$ cat src/rtl/ewmads_pkg.sv
`timescale 1ns / 1ps
`default_nettype none

package ewmads_pkg;

	// Default widths of the measured duration and of the weight fraction
	localparam int DURATION_BITS_DEF    = 24;
	localparam int WEIGHT_FRAC_BITS_DEF = 16;

	// Fixed field formats
	localparam int MEAN_FRAC = 16;
	localparam int VAR_W     = 64;
	localparam int DEV_W     = 32;

	// Shared multiplier: one digit of the multiplier per cycle, exact 128-bit product
	localparam int ACC_W   = 128;
	localparam int DIGIT_W = 8;
	localparam int CNT_W   = 4;

	// Integer square root: one root bit per cycle
	localparam int ROOT_STEPS = 32;
	localparam int ROOT_CNT_W = 6;
	localparam int REM_W      = 35;

	// Register file
	localparam int PADDR_W   = 3;
	localparam int PDATA_W   = 32;
	localparam int REG_IDX_W = 1;
	localparam logic [REG_IDX_W-1:0] REG_WEIGHT = 1'b0;

	typedef struct packed {
		logic             start;
		logic             keep;
		logic [CNT_W-1:0] digits;
	} mul_ctl_t;

	typedef struct packed {
		logic busy;
	} mul_sts_t;

endpackage

`default_nettype wire

$ cat src/rtl/ewmads_mul.sv
`timescale 1ns / 1ps
`default_nettype none

module ewmads_mul #(
	parameter int MC_W = 57,
	parameter int MP_W = 65
) (
	input  wire                              clk,
	input  wire                              arst_n,
	input  wire  ewmads_pkg::mul_ctl_t       ctl,
	input  wire  [MC_W-1:0]                  mcand,
	input  wire  [MP_W-1:0]                  mplier,
	output ewmads_pkg::mul_sts_t             sts,
	output logic [ewmads_pkg::ACC_W-1:0]     acc
);
	import ewmads_pkg::*;

	logic [CNT_W-1:0]         cnt_q;
	logic [ACC_W-1:0]         mc_q;
	logic [MP_W-1:0]          mp_q;
	logic [ACC_W-1:0]         acc_q;
	logic [ACC_W+DIGIT_W-1:0] pp;

	// partial product of the current multiplier digit
	assign pp = mc_q * mp_q[DIGIT_W-1:0];

	always_ff @(posedge clk or negedge arst_n) begin
		if (!arst_n) begin
			cnt_q <= '0;
		end else if (ctl.start) begin
			cnt_q <= ctl.digits;
		end else if (cnt_q != '0) begin
			cnt_q <= cnt_q - 1'b1;
		end
	end

	always_ff @(posedge clk) begin
		if (ctl.start) begin
			mc_q  <= ACC_W'(mcand);
			mp_q  <= mplier;
			acc_q <= ctl.keep ? acc_q : '0;
		end else if (cnt_q != '0) begin
			acc_q <= acc_q + pp[ACC_W-1:0];
			mc_q  <= mc_q << DIGIT_W;
			mp_q  <= mp_q >> DIGIT_W;
		end
	end

	assign sts.busy = (cnt_q != '0);
	assign acc      = acc_q;

endmodule

`default_nettype wire

$ cat src/rtl/ewmads_sqrt.sv
`timescale 1ns / 1ps
`default_nettype none

module ewmads_sqrt (
	input  wire                               clk,
	input  wire                               arst_n,
	input  wire                               start,
	input  wire  [ewmads_pkg::VAR_W-1:0]      radicand,
	output logic                              busy,
	output logic [ewmads_pkg::DEV_W-1:0]      root
);
	import ewmads_pkg::*;

	logic [ROOT_CNT_W-1:0] cnt_q;
	logic [VAR_W-1:0]      rad_q;
	logic [REM_W-1:0]      rem_q;
	logic [DEV_W-1:0]      root_q;
	logic [REM_W-1:0]      rem_n;
	logic [REM_W-1:0]      trial;
	logic                  fits;

	// bring down the next two radicand bits, try root*4+1
	assign rem_n = {rem_q[REM_W-3:0], rad_q[VAR_W-1 -: 2]};
	assign trial = {1'b0, root_q, 2'b01};
	assign fits  = (rem_n >= trial);

	always_ff @(posedge clk or negedge arst_n) begin
		if (!arst_n) begin
			cnt_q <= '0;
		end else if (start) begin
			cnt_q <= ROOT_CNT_W'(ROOT_STEPS);
		end else if (cnt_q != '0) begin
			cnt_q <= cnt_q - 1'b1;
		end
	end

	always_ff @(posedge clk) begin
		if (start) begin
			rad_q  <= radicand;
			rem_q  <= '0;
			root_q <= '0;
		end else if (cnt_q != '0) begin
			rad_q  <= rad_q << 2;
			rem_q  <= fits ? rem_n - trial : rem_n;
			root_q <= {root_q[DEV_W-2:0], fits};
		end
	end

	assign busy = (cnt_q != '0);
	assign root = root_q;

endmodule

`default_nettype wire

$ cat src/rtl/ewma_duration_statistics_unit.sv
`timescale 1ns / 1ps
`default_nettype none

// Channel   Dir  Handshake                    Payload
// s_*       in   s_tvalid / s_tready          s_tdata: duration
// m_*       out  m_tvalid / m_tready          m_tdata: last, mean, variance, deviation,
//                                                      min, max
// APB       in   psel, penable, pwrite        paddr, pwdata, prdata (smoothing_weight)
//
// One item passes through the digit-serial multiplier (8 multiplier bits a cycle, five products
// in a row) and the 32-step square root. s_tready is high only while the sequencer is idle.
// A finished item waits in the output register; the next item is accepted meanwhile.
// Reset clears the statistics (minimum to all ones) and loads alpha = 0.1.

module ewma_duration_statistics_unit #(
	parameter int DURATION_BITS    = ewmads_pkg::DURATION_BITS_DEF,
	parameter int WEIGHT_FRAC_BITS = ewmads_pkg::WEIGHT_FRAC_BITS_DEF
) (
	input  wire                                clk,
	input  wire                                arst_n,
	// duration
	input  wire                                s_tvalid,
	output logic                               s_tready,
	input  wire  [((DURATION_BITS+7)/8)*8-1:0] s_tdata,
	// last, mean, variance, deviation, min, max (lowest bits first)
	output logic                               m_tvalid,
	input  wire                                m_tready,
	output logic [((4*DURATION_BITS+ewmads_pkg::MEAN_FRAC+ewmads_pkg::VAR_W
		+ewmads_pkg::DEV_W+7)/8)*8-1:0]         m_tdata,
	// configuration
	input  wire                                psel,
	input  wire                                penable,
	input  wire                                pwrite,
	input  wire  [ewmads_pkg::PADDR_W-1:0]     paddr,
	input  wire  [ewmads_pkg::PDATA_W-1:0]     pwdata,
	output logic [ewmads_pkg::PDATA_W-1:0]     prdata,
	output logic                               pready
);
	import ewmads_pkg::*;

	localparam int D      = DURATION_BITS;
	localparam int W      = WEIGHT_FRAC_BITS;
	localparam int WT_W   = W + 1;
	localparam int MEAN_W = D + MEAN_FRAC;
	localparam int TERM_W = 2 * D + MEAN_FRAC;
	localparam int S_W    = ((TERM_W > VAR_W) ? TERM_W : VAR_W) + 1;
	localparam int MC_W   = MEAN_W + WT_W;
	localparam int MP_W   = S_W;
	localparam int DIG_A  = (WT_W + DIGIT_W - 1) / DIGIT_W;
	localparam int DIG_D  = (MEAN_W + DIGIT_W - 1) / DIGIT_W;
	localparam int DIG_S  = (S_W + DIGIT_W - 1) / DIGIT_W;
	localparam int FLD_W  = 4 * D + MEAN_FRAC + VAR_W + DEV_W;
	localparam int OUT_W  = ((FLD_W + 7) / 8) * 8;
	localparam logic [WT_W-1:0] ONE        = WT_W'(1) << W;
	localparam logic [WT_W-1:0] WEIGHT_RST = WT_W'(((2 ** W) + 5) / 10);

	typedef enum logic [3:0] {
		ST_IDLE,
		ST_MEAN_AX,
		ST_WAIT_AX,
		ST_MEAN_BM,
		ST_WAIT_BM,
		ST_VAR_AD,
		ST_WAIT_AD,
		ST_VAR_DD,
		ST_WAIT_DD,
		ST_VAR_SUM,
		ST_VAR_SB,
		ST_WAIT_SB,
		ST_ROOT,
		ST_WAIT_ROOT,
		ST_DONE
	} state_t;

	state_t            state_q;
	logic [WT_W-1:0]   weight_q;
	logic [WT_W-1:0]   a_q;
	logic [WT_W-1:0]   b_q;
	logic [MEAN_W-1:0] diff_q;
	logic [MEAN_W-1:0] mean_q;
	logic [VAR_W-1:0]  var_q;
	logic [S_W-1:0]    s_q;
	logic [D-1:0]      last_q;
	logic [D-1:0]      min_q;
	logic [D-1:0]      max_q;
	logic              m_tvalid_q;
	logic [OUT_W-1:0]  m_tdata_q;

	logic              cfg_wr;
	logic [WT_W-1:0]   a_in;
	logic [D-1:0]      d_in;
	logic [MEAN_W-1:0] x_in;
	logic              in_acc;
	logic              out_free;

	mul_ctl_t          mul_ctl;
	mul_sts_t          mul_sts;
	logic [MC_W-1:0]   mul_mcand;
	logic [MP_W-1:0]   mul_mplier;
	logic [ACC_W-1:0]  mul_acc;
	logic              sq_start;
	logic              sq_busy;
	logic [DEV_W-1:0]  sq_root;

	// ---------------------------------------------------------------- configuration
	assign pready = 1'b1;
	assign cfg_wr = psel && penable && pwrite && pready
		&& (paddr[PADDR_W-1:2] == REG_WEIGHT);
	assign prdata = (paddr[PADDR_W-1:2] == REG_WEIGHT) ? PDATA_W'(weight_q) : '0;

	always_ff @(posedge clk or negedge arst_n) begin
		if (!arst_n) begin
			weight_q <= WEIGHT_RST;
		end else if (cfg_wr) begin
			weight_q <= pwdata[WT_W-1:0];
		end
	end

	// ---------------------------------------------------------------- input side
	assign s_tready = (state_q == ST_IDLE);
	assign in_acc   = s_tvalid && s_tready;
	assign d_in     = s_tdata[D-1:0];
	assign x_in     = {d_in, {MEAN_FRAC{1'b0}}};
	// clamp a weight above one to exactly one
	assign a_in     = (weight_q > ONE) ? ONE : weight_q;
	assign out_free = !m_tvalid_q || m_tready;

	// ---------------------------------------------------------------- shared multiplier
	// Products, in order:
	//   a*X + (1-a)*mean      -> new mean (second product accumulates onto the first)
	//   a*|X-mean|            -> kept in the multiplier's accumulator
	//   (a*|X-mean|)*|X-mean| -> variance term after dropping 16+W fraction bits
	//   (var+term)*(1-a)      -> new variance after dropping W bits, saturated
	always_comb begin
		mul_ctl.start  = 1'b0;
		mul_ctl.keep   = 1'b0;
		mul_ctl.digits = CNT_W'(DIG_A);
		mul_mcand      = '0;
		mul_mplier     = '0;
		case (state_q)
			ST_MEAN_AX: begin
				mul_ctl.start = 1'b1;
				mul_mcand     = MC_W'({last_q, {MEAN_FRAC{1'b0}}});
				mul_mplier    = MP_W'(a_q);
			end
			ST_MEAN_BM: begin
				mul_ctl.start = 1'b1;
				mul_ctl.keep  = 1'b1;
				mul_mcand     = MC_W'(mean_q);
				mul_mplier    = MP_W'(b_q);
			end
			ST_VAR_AD: begin
				mul_ctl.start = 1'b1;
				mul_mcand     = MC_W'(diff_q);
				mul_mplier    = MP_W'(a_q);
			end
			ST_VAR_DD: begin
				mul_ctl.start  = 1'b1;
				mul_ctl.digits = CNT_W'(DIG_D);
				mul_mcand      = mul_acc[MC_W-1:0];
				mul_mplier     = MP_W'(diff_q);
			end
			ST_VAR_SB: begin
				mul_ctl.start  = 1'b1;
				mul_ctl.digits = CNT_W'(DIG_S);
				mul_mcand      = MC_W'(b_q);
				mul_mplier     = s_q;
			end
			default: begin
			end
		endcase
	end

	ewmads_mul #(
		.MC_W (MC_W),
		.MP_W (MP_W)
	) u_mul (
		.clk    (clk),
		.arst_n (arst_n),
		.ctl    (mul_ctl),
		.mcand  (mul_mcand),
		.mplier (mul_mplier),
		.sts    (mul_sts),
		.acc    (mul_acc)
	);

	assign sq_start = (state_q == ST_ROOT);

	ewmads_sqrt u_sqrt (
		.clk      (clk),
		.arst_n   (arst_n),
		.start    (sq_start),
		.radicand (var_q),
		.busy     (sq_busy),
		.root     (sq_root)
	);

	// ---------------------------------------------------------------- sequencer
	always_ff @(posedge clk or negedge arst_n) begin
		if (!arst_n) begin
			state_q    <= ST_IDLE;
			a_q        <= '0;
			b_q        <= '0;
			diff_q     <= '0;
			mean_q     <= '0;
			var_q      <= '0;
			s_q        <= '0;
			last_q     <= '0;
			min_q      <= '1;
			max_q      <= '0;
			m_tvalid_q <= 1'b0;
			m_tdata_q  <= '0;
		end else begin
			// show a finished item, drop the shown item once taken
			if (state_q == ST_DONE && out_free) begin
				m_tvalid_q <= 1'b1;
			end else if (m_tvalid_q && m_tready) begin
				m_tvalid_q <= 1'b0;
			end
			case (state_q)
				ST_IDLE: begin
					if (in_acc) begin
						a_q    <= a_in;
						b_q    <= ONE - a_in;
						diff_q <= (x_in >= mean_q) ? x_in - mean_q : mean_q - x_in;
						last_q <= d_in;
						if (d_in < min_q) begin
							min_q <= d_in;
						end
						if (d_in > max_q) begin
							max_q <= d_in;
						end
						state_q <= ST_MEAN_AX;
					end
				end
				ST_MEAN_AX: state_q <= ST_WAIT_AX;
				ST_WAIT_AX: begin
					if (!mul_sts.busy) begin
						state_q <= ST_MEAN_BM;
					end
				end
				ST_MEAN_BM: state_q <= ST_WAIT_BM;
				ST_WAIT_BM: begin
					if (!mul_sts.busy) begin
						mean_q  <= mul_acc[W +: MEAN_W];
						state_q <= ST_VAR_AD;
					end
				end
				ST_VAR_AD: state_q <= ST_WAIT_AD;
				ST_WAIT_AD: begin
					if (!mul_sts.busy) begin
						state_q <= ST_VAR_DD;
					end
				end
				ST_VAR_DD: state_q <= ST_WAIT_DD;
				ST_WAIT_DD: begin
					if (!mul_sts.busy) begin
						state_q <= ST_VAR_SUM;
					end
				end
				ST_VAR_SUM: begin
					s_q     <= S_W'(var_q) + S_W'(mul_acc[MEAN_FRAC + W +: TERM_W]);
					state_q <= ST_VAR_SB;
				end
				ST_VAR_SB: state_q <= ST_WAIT_SB;
				ST_WAIT_SB: begin
					if (!mul_sts.busy) begin
						// saturate when anything lands above the 64-bit result
						var_q   <= (|mul_acc[ACC_W-1:W+VAR_W]) ? '1 : mul_acc[W +: VAR_W];
						state_q <= ST_ROOT;
					end
				end
				ST_ROOT: state_q <= ST_WAIT_ROOT;
				ST_WAIT_ROOT: begin
					if (!sq_busy) begin
						state_q <= ST_DONE;
					end
				end
				ST_DONE: begin
					// hold until the output register is free
					if (out_free) begin
						m_tdata_q  <= OUT_W'({max_q, min_q, sq_root, var_q, mean_q, last_q});
						state_q    <= ST_IDLE;
					end
				end
				default: state_q <= ST_IDLE;
			endcase
		end
	end

	assign m_tvalid = m_tvalid_q;
	assign m_tdata  = m_tdata_q;

endmodule

`default_nettype wire
$ cat config.mk
export PLATFORM = sky130hd
export DESIGN_NAME = ewma_duration_statistics_unit
export DESIGN_NICKNAME = d
export VERILOG_FILES = /design/src/rtl/ewmads_pkg.sv /design/src/rtl/ewmads_mul.sv /design/src/rtl/ewmads_sqrt.sv /design/src/rtl/ewma_duration_statistics_unit.sv
export SDC_FILE = /design/constraint.sdc
export NUM_CORES = 2
export LEC_CHECK = 0
export BUFFER_PORTS_ARGS = -buffer_cell sky130_fd_sc_hd__buf_2
export CAP_MARGIN = 20
export CORE_AREA = 5 5 395 397
export DETAILED_ROUTE_END_ITERATION = 8
export DIE_AREA = 0 0 400 402
export GPL_TIMING_DRIVEN = 0
export PLACE_DENSITY = 0.69
export SYNTH_ARGS = -nofsm -noshare
export SYNTH_HDL_FRONTEND = slang
export SYNTH_SLANG_ARGS = --single-unit
$ cat constraint.sdc
create_clock -name clk -period 10 [get_ports clk]
set_input_delay 3 -clock clk [delete_from_list [all_inputs] [get_ports clk]]
set_output_delay 3 -clock clk [all_outputs]
set_load 0.02 [all_outputs]
=== Word level (Yosys, flattened, before mapping) ===
Cells that the tools add are included.
Widths: inputs -> output; s select.

* Register bits after elaboration: 1005
* Bits in latches: 0
* Memory bits (writable): 0
* Memory bits (read-only): 0
* Output and inout port bits: 243
* Logic and storage cells: 120
* Memories: 0

* Add/subtract/negate cells: 8
* Multipliers: 1
* Div/mod/pow operators: 0
* Magnitude comparators: 5
* Equality and inequality tests: 23
* Shift operators: 0
* Mux-type cells: 34
* Bitwise operators: 2
* Reduce and logical (&&, ||, !) cells: 25

{| class="wikitable"
|+ Operators by type and width
! cell !! number
|-
| $mux 128 || 3
|-
| $pmux 57 s5 || 1
|-
| $pmux 65 s4 || 1
|-
| $mux 64 || 3
|-
| $mux 65 || 2
|-
| $add 128x128->128 || 1
|-
| $mul 128x8->128 || 1
|-
| $mux 57 || 2
|-
| $sub 40x40->40 || 2
|-
| $add 64x64->65 || 1
|-
| $pmux 4 s15 || 1
|-
| $reduce_or 48->1 || 1
|-
| $ge 40x40->1 || 1
|-
| $mux 4 || 10
|-
| $mux 40 || 1
|-
| $ge 35x34->1 || 1
|-
| $mux 17 || 2
|-
| $mux 33 || 1
|-
| $sub 33x33->33 || 1
|-
| $eq 4x4->1 const B || 7
|-
| $gt 24x24->1 || 1
|-
| $lt 24x24->1 || 1
|-
| $gt 17x17->1 const B || 1
|-
| $sub 17x17->17 const A || 1
|-
| other kinds (23) || 51
|}

=== Logic depth before layout (Yosys ltp) ===
* Word-level depth: 5
* Mapped depth: 26

=== Modules after synthesis ===
Synthesis repeated with hierarchy kept, for this count alone.

* Cell total of the unflattened synthesis: 8864
* Area total of the unflattened synthesis: 84622.4 um^2

{| class="wikitable"
|+ By module, submodules not included
! module !! times used !! cells an instance !! area each (um^2) !! sequential area each (um^2)
|-
| ewmads_mul || 1 || 5110 || 47190.3 || 9028.7
|-
| ewma_duration_statistics_unit || 1 || 2984 || 30001.3 || 13651.8
|-
| ewmads_sqrt || 1 || 770 || 7430.9 || 3373.2
|}

=== Least setup slack after synthesis ===
No wires, ideal clock.

* Kind: register to register
* Start point: register state_q[0]
* End point: register u_mul.acc_q[0] (netlist: u_mul.acc[0]) (enable)
* Arrival time: 6.746 ns
* Path slack: 2.638 ns
* Stages on the path, launching flop included: 7
* Clock period less this slack: 7.362 ns
* Cells stage by stage: dfrtp_1 clkbuf_1 nand3b_1 nand2_1 clkbuf_1 nor2_1 nor2_1

* Word-level cells in the longest chain between the ends: 5
* Elaborated cells on any way between the ends: 11
* Classes of those cells: eq/ne (6); mux (2); reduce/logical (3)

{| class="wikitable"
|+ RTL lines
! item !! RTL line !! RTL
|-
| from (decl) || ewma_duration_statistics_unit.sv:75 || <nowiki>state_t state_q;</nowiki>
|-
| from (signal assigned) || ewma_duration_statistics_unit.sv:201 || <nowiki>state_q <= ST_IDLE;</nowiki>
|-
| from (signal assigned) || ewma_duration_statistics_unit.sv:233 || <nowiki>state_q <= ST_MEAN_AX;</nowiki>
|-
| from (signal assigned) || ewma_duration_statistics_unit.sv:236 || <nowiki>ST_MEAN_AX: state_q <= ST_WAIT_AX;</nowiki>
|-
| $eq 4x4->1 (tied with other cells) || ewma_duration_statistics_unit.sv:140 || <nowiki>case (state_q)</nowiki>
|-
| $reduce_or 5->1 (no source line) || n/a ||
|-
| $mux 1 || ewma_duration_statistics_unit.sv:140 ||
|-
| $ne 2x2->1 (no source line) or $reduce_bool 2->1 (tied branches) || n/a ||
|-
| $reduce_and 2->1 (no source line) * || n/a ||
|-
| to (signal assigned) || ewmads_mul.sv:41 || <nowiki>acc_q <= ctl.keep ? acc_q : '0;</nowiki>
|-
| to (signal assigned) || ewmads_mul.sv:43 || <nowiki>acc_q <= acc_q + pp[ACC_W-1:0];</nowiki>
|-
| to (decl) || ewmads_mul.sv:21 || <nowiki>logic [ACC_W-1:0] acc_q;</nowiki>
|}

Every way passes the cells marked *; elsewhere a longest branch is shown, timed or not.
A chain may end at the register's enable or synchronous reset.

=== Worst setup path in the final report ===
* Start point: register u_mul.mp_q[2]
* End point: register u_mul.acc_q[120] (netlist: u_mul.acc[120]), data pin

* Word-level cells in the longest chain between the ends: 4

{| class="wikitable"
|+ RTL lines
! item !! RTL line !! RTL
|-
| from (decl) || ewmads_mul.sv:20 || <nowiki>logic [MP_W-1:0] mp_q;</nowiki>
|-
| from (signal assigned) || ewmads_mul.sv:40 || <nowiki>mp_q <= mplier;</nowiki>
|-
| from (signal assigned) || ewmads_mul.sv:45 || <nowiki>mp_q <= mp_q >> DIGIT_W;</nowiki>
|-
| $mul 128x8->128 || ewmads_mul.sv:25 || <nowiki>assign pp = mc_q * mp_q[DIGIT_W-1:0];</nowiki>
|-
| $add 128x128->128 || ewmads_mul.sv:43 ||
|-
| $mux 128 || ewmads_mul.sv:42 || <nowiki>end else if (cnt_q != '0) begin</nowiki>
|-
| $mux 128 || ewmads_mul.sv:38 || <nowiki>if (ctl.start) begin</nowiki>
|}

No other way between the ends. The select of a mux whose other input is x is not followed.

==> impl_metrics.toml <==
[run_status]
status = "finished, final reports clean"

[setup_path]
start_kind = "flop"
slowest_stage = "edfxtp_1"
timing.critical_path.cells = "clkdlybuf4s15_1 -> clkbuf_1 -> nand2_1 -> fa_1 -> fa_1 -> inv_1 -> fa_1 -> fa_1 -> ha_1 -> nand2_1 -> a211o_1 -> a21oi_1 -> a21oi_1 -> o31ai_2 -> nand4b_1 -> a21oi_1 -> o21ai_1 -> o2111a_1 -> o31ai_2 -> a21oi_1 -> xor2_1 -> nor2_1"
crit_family = "compound AO/OA/AOI/OAI gates"
worst_ep_required_time_ns = 10.50
endpoint_kind = "flop"
r2r-start = "u_mul.mp_q[2]"
crit_arrival_ns = 10.49
r2r_cells = 22
r2r_setup_slack_ns = 0.02
r2r_end = "u_mul.acc[120]"
cp_max_fo = 10
cp.buffers_inverters = 3
crit_path_max_incr_delay_ns = 0.95
worstSetupPathType = "flop to flop"

[detailed_routing]
avgRoutedWirePerCell_um = 24.67
ant_nets = 0
dr.pass1.iters = 8
drcViolationCount = 0
drt-total-wl_um = 283400
viasPerCell = 5.920
vias = 67990
drt-initial-drc-count = 7023

[timing]
finClkSkew_ns = 0.05918
setup_viol = 0
final.period_utilization_pct = 99.81
finalWorstSetupSlack_ns = 0.01874
min_period_ns = 9.981
fmax_ghz = 0.1002
relSlewSlack_pct = 20.51
final_max_slew_viol_count = 0
worstMarginPinSlew_ns = 1.192
rsz0062_at_grt = "no"
hold_viol_final = 0

[finish]
finalNonFillerCells = 11490
area_growth_pct = 10.33
utilization_pct = 60.45
n_fill_cell = 13110
drive_gt1_share_pct = 9.130
nNetsFinal = 10610

[clock_network]
clk_pin_slew_ns = 0.07
cts_tree = "done"
numCtsBuffers = 113
post-cts-setup-buffers = 0
clock_path_buffers = 3
cts_num_sinks = 1004
root_buffer = "clkbuf_16"
htreeDepth = 3
clk-insertion-delay-late_ns = 0.78

[yosys]
synth-async-reset-ratio_pct = 55.18
synth_edf_count = 314
synthesis.area_um2 = 83030
syn_inst = 8922
synth.distinct_cells = 101
synthTopCellsByCount = "nand2_1, inv_1, fa_1"
yosysWarnings = 0
synth_seq_area_share_pct = 31.38
synth_seq_cells = 1004
synth_flop_cell = "dfrtp_1"
yosys-top-cells-area = "fa_1, dfrtp_1, edfxtp_1, and2_1, nand2_1"
synth_top_area_share_pct = 20.73
yosysMostFrequentCell = "nand2_1"
synth_top_area_cell = "fa_1"
syn_avg_cell_area_um2 = 9.306

[global_route]
grt_overflow_total = 0
grt_max_degree = 115
grt_pass1_vias = 68090
track_usage_pct = 35.24
antenna_found_initial = 18
grt_pass1_wl_um = 427700

[floorplan]
die_x_um = 400
rows = 143
core_um2 = 151500
initial_core_util_pct = 54.79
fp.dieH_um = 402
io_pins = 309
fp.dieArea_um2 = 160800

[placement]
portBuffers = 275
dp_hpwl_um = 226200
place_ws_ns = 0.1660
place.gp.congestion = 0.9988
dpl.cell_count = 11270

[min_path]
holdCritStartpoint = "u_mul.mc_q[127]"
hold_depth = 2
hold_path_end = "u_mul.mc_q[127]"
hp-class = "flop to flop"

[flow_run]
maxCapViolCount = 0
-- cell type report --
| class | instances | area [µm²] | share of cell area [%] |
|---|---|---|---|
| Tap cell | 2030 | 2540 | 2.773 |
| Antenna cell | 4 | 10.01 | 0.01093 |
| Inverter | 1158 | 4352 | 4.750 |
| Buffer | 536 | 2138 | 2.334 |
| Clock buffer | 167 | 3443 | 3.759 |
| Sequential cell | 1004 | 26050 | 28.44 |
| Clock inverter | 49 | 588.1 | 0.6419 |
| Multi-Input combinational cell | 6236 | 50570 | 55.20 |
| Timing Repair Buffer | 302 | 1913 | 2.088 |
-- flip-flops by register name (all words and copies together) (netlist names), 4 cells and up --
register      flops
u_mul.mp_q       65
min_q            24
u_mul.acc       128
last_q           24
m_tdata         208
diff_q           40
var_q            64
u_mul.cnt_q       4
b_q              16
weight_q         17
state_q           4
s_q              65
u_sqrt.rem_q     33
u_sqrt.cnt_q      6
a_q              17
max_q            24
u_sqrt.root      32
mean_q           40
u_sqrt.rad_q     64
u_mul.mc_q      128
-- cell families (layout without fill, tap and decap cells) --
logic type,count (synthesis),in the layout,synth area share [%]
simple gates,2844,2844,16.41
buf+inv,1696,2212,7.807
compound gates,1629,1629,12.02
fa+ha+maj,1192,1192,25.74
flops,1004,1004,31.38
mux,289,289,3.837
xor+xnor,266,266,2.806
other cells,2,20,0.009045
-- metrics by stage --
| step | hold WS, ns | TNS, ns | instance area, µm² |
|---|---|---|---|
| 4_1_cts | 0.4600 | 0 | 91560 |
| 3_5_place_dp | 0.4509 | 0 | 87530 |
| 6_report | 0.4596 | 0 | 91610 |
| 5_1_grt | 0.4949 | 0 | 91600 |
| 2_1_floorplan | 0.4322 | 0 | 83080 |
| 3_3_place_gp | 0.4396 | -3215.03 | 87000 |
-- layer usage --
layer  track usage [%]  vias up  part of all wire (%)
li1                  -    29810                     -
met1             47.81    33950                    39
met2             52.43     3608                    43
met3             11.16      620                    12
met4             14.88       12                   5.0
met5                 0        -                 0.029
-- how the worst max path moves through the flow --
stage                     cells past startpoint  slack (ns)           from             end
after floorplan                               6        2.64     state_q[0]    u_mul.acc[0]
final                                        22        0.02  u_mul.mp_q[2]  u_mul.acc[120]
after detailed placement                     23        0.17  u_mul.mp_q[2]  u_mul.acc[120]
after global placement                        1       -5.50         arst_n    m_tdata[115]
after global routing                         22        0.10  u_mul.mp_q[2]  u_mul.acc[120]
after CTS                                    23        0.15  u_mul.mp_q[2]  u_mul.acc[120]
-- placed cells by master, fill, tap and decap left out, drive strengths merged, types with 34 or more instances in the layout --
master / count
mux2: 234
a22oi: 34
a21o: 130
nor4: 34
nor3: 70
nand3: 77
nand2b: 51
buf: 437
mux2i: 55
inv: 1166
edfxtp: 314
o22a: 66
o21ai: 487
clkbuf: 567
a21oi: 558
xor2: 109
xnor2: 157
nor2b: 69
o21bai: 59
and2: 731
a31oi: 59
fa: 860
dfxtp: 136
nand2: 1213
nor2: 420
nand4: 100
dfrtp: 523
ha: 332
-- worst reg2reg max path, delay by kind of cell, from the launching register on --
| family | cells | cell delay [ns] |
|---|---|---|
| flops | 1 | 0.95 |
| xor+xnor | 1 | 0.17 |
| buf+inv | 3 | 1.61 |
| fa+ha+maj | 5 | 2.44 |
| simple gates | 4 | 0.84 |
| compound gates | 9 | 3.73 |
-- timing repair --
item | in CTS | in global routing
setup endpoints to repair | 0 | 3
gates resized for setup | 0 | 2
hold buffers | 0 | 0
Power is not shown: default switching activity piles up to over one toggle a cycle in this logic, so the estimate is an artifact.
